$ cat src/rtl/drvg_pkg.sv
// ----------------------------------------------------------------------------
// drvg_pkg: shared definitions for the visibility grid
// Request codes, tile levels, register indexes and the command and status
// records that pass between the controller and the datapath.
// ----------------------------------------------------------------------------
`default_nettype none

package drvg_pkg;

   localparam int REQ_W   = 3;
   localparam int POS_W   = 8;
   localparam int RAD_W   = 8;
   localparam int LVL_W   = 2;
   localparam int CSR_W   = 9;
   localparam int CSR_IDX_W = 1;

   localparam logic [REQ_W-1:0] REQ_BEGIN_FRAME = 3'd0;
   localparam logic [REQ_W-1:0] REQ_REVEAL      = 3'd1;
   localparam logic [REQ_W-1:0] REQ_QUERY       = 3'd2;
   localparam logic [REQ_W-1:0] REQ_REVEAL_ALL  = 3'd3;
   localparam logic [REQ_W-1:0] REQ_CLEAR       = 3'd4;

   localparam logic [LVL_W-1:0] LVL_UNEXPLORED = 2'd0;
   localparam logic [LVL_W-1:0] LVL_EXPLORED   = 2'd1;
   localparam logic [LVL_W-1:0] LVL_VISIBLE    = 2'd2;

   localparam logic [CSR_IDX_W-1:0] CSR_MAP_WIDTH  = 1'd0;
   localparam logic [CSR_IDX_W-1:0] CSR_MAP_HEIGHT = 1'd1;

   localparam logic [CSR_W-1:0] MAP_SIZE_RESET = 9'd256;

   typedef enum logic [3:0] {
      ST_IDLE,
      ST_SWEEP,
      ST_DRAIN,
      ST_REV_SETUP,
      ST_REV_ROW,
      ST_REV_SQRT,
      ST_REV_WAIT,
      ST_REV_WRITE,
      ST_Q_READ,
      ST_Q_RESP
   } state_type;

   typedef enum logic [1:0] {
      WM_NONE,
      WM_CLEAR,
      WM_FILL,
      WM_DEMOTE
   } wmode_type;

   typedef enum logic [2:0] {
      ROW_HOLD,
      ROW_ZERO,
      ROW_LOAD_POS,
      ROW_LOAD_LO,
      ROW_INC
   } row_op_type;

   typedef struct packed {
      logic       accept;
      row_op_type row_op;
      logic       rd_en;
      wmode_type  wmode;
      logic       rev_setup;
      logic       dr_load;
      logic       sqrt_start;
      logic       rev_write;
      logic       rsp_load;
   } ctrl_cmd_type;

   typedef struct packed {
      logic sweep_last;
      logic rev_done;
      logic sqrt_busy;
      logic rsp_free;
   } dp_status_type;

endpackage

`default_nettype wire

$ cat src/rtl/drvg_ctrl.sv
// ----------------------------------------------------------------------------
// drvg_ctrl: request sequencer
// Accepts one request at a time and steps the datapath through sweeps,
// row-by-row disc reveals and tile queries.
// ----------------------------------------------------------------------------
`default_nettype none

module drvg_ctrl (
   input  wire logic                         clock,
   input  wire logic                         reset,
   input  wire logic                         req_valid,
   output logic                              req_ready,
   input  wire logic [drvg_pkg::REQ_W-1:0]   req_type,
   input  wire drvg_pkg::dp_status_type      status,
   output drvg_pkg::ctrl_cmd_type            cmd
);

   drvg_pkg::state_type state_ff, state_in;
   drvg_pkg::wmode_type mode_ff, mode_in;

   always_ff @(posedge clock) begin
      if (reset) begin
         state_ff <= drvg_pkg::ST_SWEEP;
         mode_ff  <= drvg_pkg::WM_CLEAR;
      end else begin
         state_ff <= state_in;
         mode_ff  <= mode_in;
      end
   end

   always_comb begin
      state_in       = state_ff;
      mode_in        = mode_ff;
      req_ready      = 1'b0;
      cmd.accept     = 1'b0;
      cmd.row_op     = drvg_pkg::ROW_HOLD;
      cmd.rd_en      = 1'b0;
      cmd.wmode      = drvg_pkg::WM_NONE;
      cmd.rev_setup  = 1'b0;
      cmd.dr_load    = 1'b0;
      cmd.sqrt_start = 1'b0;
      cmd.rev_write  = 1'b0;
      cmd.rsp_load   = 1'b0;
      unique case (state_ff)
         drvg_pkg::ST_IDLE: begin
            req_ready = 1'b1;
            if (req_valid) begin
               cmd.accept = 1'b1;
               case (req_type)
                  drvg_pkg::REQ_BEGIN_FRAME: begin
                     cmd.row_op = drvg_pkg::ROW_ZERO;
                     mode_in    = drvg_pkg::WM_DEMOTE;
                     state_in   = drvg_pkg::ST_SWEEP;
                  end
                  drvg_pkg::REQ_REVEAL_ALL: begin
                     cmd.row_op = drvg_pkg::ROW_ZERO;
                     mode_in    = drvg_pkg::WM_FILL;
                     state_in   = drvg_pkg::ST_SWEEP;
                  end
                  drvg_pkg::REQ_CLEAR: begin
                     cmd.row_op = drvg_pkg::ROW_ZERO;
                     mode_in    = drvg_pkg::WM_CLEAR;
                     state_in   = drvg_pkg::ST_SWEEP;
                  end
                  drvg_pkg::REQ_REVEAL: begin
                     state_in = drvg_pkg::ST_REV_SETUP;
                  end
                  drvg_pkg::REQ_QUERY: begin
                     cmd.row_op = drvg_pkg::ROW_LOAD_POS;
                     state_in   = drvg_pkg::ST_Q_READ;
                  end
                  default: ;
               endcase
            end
         end
         drvg_pkg::ST_SWEEP: begin
            cmd.rd_en = 1'b1;
            cmd.wmode = mode_ff;
            if (status.sweep_last) begin
               state_in = drvg_pkg::ST_DRAIN;
            end else begin
               cmd.row_op = drvg_pkg::ROW_INC;
            end
         end
         drvg_pkg::ST_DRAIN: begin
            state_in = drvg_pkg::ST_IDLE;
         end
         drvg_pkg::ST_REV_SETUP: begin
            cmd.rev_setup = 1'b1;
            cmd.row_op    = drvg_pkg::ROW_LOAD_LO;
            state_in      = drvg_pkg::ST_REV_ROW;
         end
         drvg_pkg::ST_REV_ROW: begin
            if (status.rev_done) begin
               state_in = drvg_pkg::ST_IDLE;
            end else begin
               cmd.dr_load = 1'b1;
               cmd.rd_en   = 1'b1;
               state_in    = drvg_pkg::ST_REV_SQRT;
            end
         end
         drvg_pkg::ST_REV_SQRT: begin
            cmd.sqrt_start = 1'b1;
            state_in       = drvg_pkg::ST_REV_WAIT;
         end
         drvg_pkg::ST_REV_WAIT: begin
            if (!status.sqrt_busy) begin
               state_in = drvg_pkg::ST_REV_WRITE;
            end
         end
         drvg_pkg::ST_REV_WRITE: begin
            cmd.rev_write = 1'b1;
            cmd.row_op    = drvg_pkg::ROW_INC;
            state_in      = drvg_pkg::ST_REV_ROW;
         end
         drvg_pkg::ST_Q_READ: begin
            cmd.rd_en = 1'b1;
            state_in  = drvg_pkg::ST_Q_RESP;
         end
         drvg_pkg::ST_Q_RESP: begin
            if (status.rsp_free) begin
               cmd.rsp_load = 1'b1;
               state_in     = drvg_pkg::ST_IDLE;
            end
         end
         default: begin
            state_in = drvg_pkg::ST_IDLE;
         end
      endcase
   end

endmodule

`default_nettype wire

$ cat config.mk
export PLATFORM = sky130hd
export DESIGN_NAME = drvg_ctrl
export DESIGN_NICKNAME = d
export VERILOG_FILES = /design/src/rtl/drvg_pkg.sv /design/src/rtl/drvg_ctrl.sv
export SDC_FILE = /design/constraint.sdc
export NUM_CORES = 1
export LEC_CHECK = 0
export BUFFER_PORTS_ARGS = -buffer_cell sky130_fd_sc_hd__buf_2
export CAP_MARGIN = 15
export CORE_AREA = 2 2 39 41
export CTS_BUF_LIST = sky130_fd_sc_hd__clkbuf_2 sky130_fd_sc_hd__clkbuf_4 sky130_fd_sc_hd__clkbuf_8
export CTS_CLUSTER_DIAMETER = 50
export DETAILED_ROUTE_END_ITERATION = 6
export DIE_AREA = 0 0 41 43
export GPL_ROUTABILITY_DRIVEN = 0
export PLACE_DENSITY = 0.73
export SYNTH_ARGS = -nofsm -noshare
export SYNTH_HDL_FRONTEND = slang
export SYNTH_SLANG_ARGS = --single-unit
$ cat constraint.sdc
create_clock -name clock -period 2.98 [get_ports clock]
set_clock_uncertainty 0.1 [all_clocks]
set_input_delay 0.149 -clock clock [delete_from_list [all_inputs] [get_ports clock]]
set_output_delay 0.149 -clock clock [all_outputs]
set_load 0.05 [all_outputs]
After elaboration in Yosys (flattened, before gate mapping)
Cells that the tools add are included.
{ "totals": {"ff_bits": 6, "wordCells": 50, "out_inout_bits": 13} }
{ "classes": {"n_eq_ne": 17, "reduce_logical": 8, "muxes": 23} }
{ "ops": {"columns": ["cell", "n"], "rows": [
  ["$pmux 4 s8", 1],
  ["$mux 4", 5],
  ["$eq 4x3->1 const B", 4],
  ["$pmux 3 s4", 1],
  ["$pmux 4 s3", 1],
  ["$mux 1", 9],
  ["$eq 4x4->1 const B", 2],
  ["$ne 2x2->1 const B", 4],
  ["$eq 3x2->1 const B", 2],
  ["$mux 3", 2],
  ["$pmux 2 s3", 1],
  ["$reduce_and 5->1", 1],
  ["$eq 4x1->1 const B", 1],
  ["$eq 4x2->1 const B", 1],
  ["$logic_not 4->1", 1],
  ["$ne 4x2->1 const B", 1],
  ["$pmux 2 s2", 1],
  ["$reduce_or 2->1", 2],
  ["$eq 3x1->1 const B", 1],
  ["$eq 3x3->1 const B", 1],
  ["$logic_not 3->1", 1],
  ["$reduce_and 3->1", 1],
  ["$reduce_bool 3->1", 1],
  ["$reduce_or 3->1", 1],
  ["other kinds (2)", 2]
]} }

Depth between registers and ports, before layout
{ "logic_depth": {"ltp_word": 5, "depth_mapped": 5, "depth_no_buf": 4} }

Least setup slack after synthesis
OpenSTA, ideal clock, no wires.
{ "synth_path": {"path_type": "reg-to-output", "start": "reg state_ff[0]", "end": "out cmd[8] in the netlist's numbering", "setup_slack_ns": -0.626, "arrival_time_ns": 3.357, "stages_incl_launch_ff": 6, "path_buffers": 1, "cell_sequence": "dfxtp_1 > clkbuf_1 > nor4_1 > nand2_1 > inv_1 > a21o_1"} }
{ "synth_lines": {"columns": ["item", "line_no", "source"], "rows": [
  ["start: declaration", "drvg_ctrl.sv:18", "drvg_pkg::state_type state_ff, state_in;"],
  ["start signal: assignment", "drvg_ctrl.sv:23", "state_ff <= drvg_pkg::ST_SWEEP;"],
  ["start signal: assignment", "drvg_ctrl.sv:26", "state_ff <= state_in;"],
  ["end: declaration", "drvg_ctrl.sv:15", "output drvg_pkg::ctrl_cmd_type cmd"]
]} }

==> out/qor.csv <==
stage;metric;value;unit
outcome;run status;finished clean;
synthesis;fraction of the mapped netlist area in adder cells;0;%
power_and_ir_drop;Int Pwr;0.335;mW
power_and_ir_drop;Switching Share;61.8;%
layout;Design Area, Final;716;um^2
synthesis;Mean Syn Cell Area;6.90;um^2
cts;clk root buf;clkbuf_4;
synthesis;synthesized flop and latch total;6;
placement;PortBufs;22;
placement;dpl cells;116;
grt;vias in the first global route;575;
die;I/O Pins;23;
cts;cts hold-fix bufs;0;
synthesis;synth unique cells;29;
synthesis;Yosys warnings;0;
cts;CTS tree;yes;
synthesis;ranking of synthesized cells by area;dfxtp_1 (21%), a21oi_1 (5.2%), nor3b_1 (5.2%);
sta;Slew Viols, Final;0;
placement;Final HPWL DP;1140;um
synthesis;main combinational cell family by area after synthesis;simple AND/OR/NAND/NOR gates;
worst_setup_path;critical path arrival;1.92;ns
cts;post-CTS sizing;0;
cts;CTS Sinks;6;
synthesis;area leader, netlist;dfxtp_1;
layout;Synth-to-Final Area Change;23.5;%
power_and_ir_drop;Max VDD drop;0.000670;V
layout;share of cells above drive strength 1;29.1;%
cts;H-tree lvl count;1;
worst_setup_path;CP Class;flip-flop to output pin;
sta;final hold vios;0;
run;max_cap viols;0;
cts;total CTS buffers;3;
route;vias per std cell;5.90;
die;initial core utilization;41.9;%
die;Chip Height;43;um
grt;initial antenna violation count;0;
route;Routed WL per cell;12.6;um
grt;GRT overflow;0;
route;1st-iter DRT viols;16;
die;die area;1760;um^2
worst_setup_path;Setup crit start kind;flip-flop;
power_and_ir_drop;Net Sw Power;0.542;mW
cts;Reg clk slew, reported paths;0.04;ns
power_and_ir_drop;total power draw;0.877;mW
synthesis;synth cell count leaders;nand2_1 (7), nor2_1 (7), a21oi_1 (6), clkbuf_1 (6), dfxtp_1 (6);
layout;Antenna Cells;0;
layout;post-route insts no fill;119;
power_and_ir_drop;Seq pwr share;21.9;%
sta;Slew headroom;55.5;%
synthesis;post-synthesis mux area share;3.46;%
grt;pin count of the biggest net entering global routing;21;
sta;Final period util;72.6;%
worst_hold_path;worst hold path class;primary input to flip-flop;
route;Final ANT Viol Nets;0;
sta;Worst Max-Slew Pin Slew;0.666;ns
sta;Fin Setup TNS;0;ns
route;# DRC;0;
synthesis;ys flop type;dfxtp_1;
grt;Total GRT Usage;18.5;%
worst_setup_path;CP endpoint kind;output pin;
layout;fillcell total;150;
sta;Tmin final;2.16;ns
cts;Longest Clk Path Bufs;2;
sta;Max Freq;462;MHz
placement;placed inst area;693;um^2
synthesis;Post-synth EDFFs;0;
sta;final setup vio count;0;
synthesis;Post-Synth Simple-Gate Area;41.0;%
cts;Post-CTS Setup Bufs;0;
worst_setup_path;CP Max Fanout;20;
power_and_ir_drop;static leakage;0.332;nW
synthesis;asr flop ratio synth;0;%
worst_hold_path;Hold Crit Depth;2;
synthesis;syn_nets;94;
sta;RSZ-0062 raised after global routing;no;
route;final WL;1500;um
layout;Post-Route Utilization;51.7;%
synthesis;sequential fraction of the synthesis area;20.7;%
synthesis;Synth Area in Compound Gates;28.9;%
power_and_ir_drop;Clock power frac;8.4;%
layout;storage element area;120;um^2
synthesis;post-synth top area share;20.7;%
power_and_ir_drop;power density over cell area;1230;nW/um^2
die;# rows;14;
power_and_ir_drop;Logic pwr share;69.7;%
cts;Worst-Skew Late Latency;0.24;ns
route;drt pass-1 iters;4;
synthesis;XOR/XNOR Fraction of Synth Area;0;%
synthesis;Post-Synthesis Cells;84;
worst_setup_path;required time of the critical path;2.73;ns
die;Die X-Extent;41;um
route;via count;702;
die;Core Footprint;1380;um^2
worst_setup_path;r2r worst-path depth;4;
layout;fin nets;115;
grt;first-pass GRT wire length;2300;um
synthesis;synthesized cell area;579;um^2
layout;area of the multi-input gates;432;um^2
## placed cells by master, fill, tap and decap left out, types with 2 or more instances in the layout
| cell type | count |
|---|---|
| buf_2 | 22 |
| nand3_1 | 2 |
| nor2b_1 | 4 |
| a21oi_1 | 6 |
| inv_1 | 3 |
| a211o_1 | 2 |
| nor3b_1 | 4 |
| dfxtp_1 | 6 |
| o21a_1 | 2 |
| nand2b_1 | 4 |
| nor3_1 | 4 |
| nor2_1 | 7 |
| nand2_1 | 7 |
| mux2i_1 | 2 |
| a211oi_1 | 2 |
| and3_1 | 4 |
| clkbuf_4 | 3 |
| o21ai_0 | 5 |
| or2_2 | 2 |
## cell families after synthesis
kind of cell,count (synthesis)
AND/OR/NAND/NOR,43
AO/OA/AOI/OAI,24
flip-flops,6
buffers and inverters,9
multiplexers,2
## flip-flops by register name, indices dropped and copies added, names as in the netlist
signal,cells
mode_ff,2
state_ff,4
## final cells by class
| class | count | share of cell area (%) |
|---|---|---|
| repair buffers | 22 | 15.4 |
| clock buffers | 3 | 3.15 |
| well taps | 16 | 2.80 |
| flip-flops and latches | 6 | 16.8 |
| inverters | 3 | 1.57 |
| multi-input cells | 69 | 60.3 |
## worst paths after layout
check / from / endpoint / slack (ns)
worst max register to register: state_ff[3] / state_ff[3] / 0.87
worst min register to register: mode_ff[1] / mode_ff[1] / 0.37
worst max-delay path: state_ff[0] / cmd[8] / 0.82
worst min-delay path: reset / mode_ff[1] / 0.03
## power by group through the flow
stage	Combinational [mW]	Clock [mW]	Sequential (mW)
after floorplan	0.563	0	0.118
after global placement	0.601	0	0.186
after detailed placement	0.608	0	0.190
after CTS	0.610	0.0749	0.188
after global routing	0.659	0.0800	0.197
final	0.611	0.0733	0.192
## metal layers
layer	wire, um	part of all wire [%]	global-route usage (%)	vias up
li1	-	-	-	346
met1	674	45	23.7	326
met2	714	48	28.4	27
met3	93	6.2	7.33	3
met4	14	0.94	4.00	0
met5	0	0	0	-
## worst max-delay path, stage by stage, from the launching register on
cell     delay, ns
dfxtp_1       0.74
nand2_1       0.20
nor3b_1       0.35
a21o_1        0.13
buf_2         0.25
## through the flow
stage | hold WS, ns | worst slack (ns)
global route | 0.0368 | 0.693
detailed placement | 0.278 | 0.884
floorplan | 0.118 | 0.0775
global placement | 0.276 | 0.957
CTS | 0.0223 | 0.856
finish | 0.0287 | 0.815
Power figures use the tool's default switching activity.
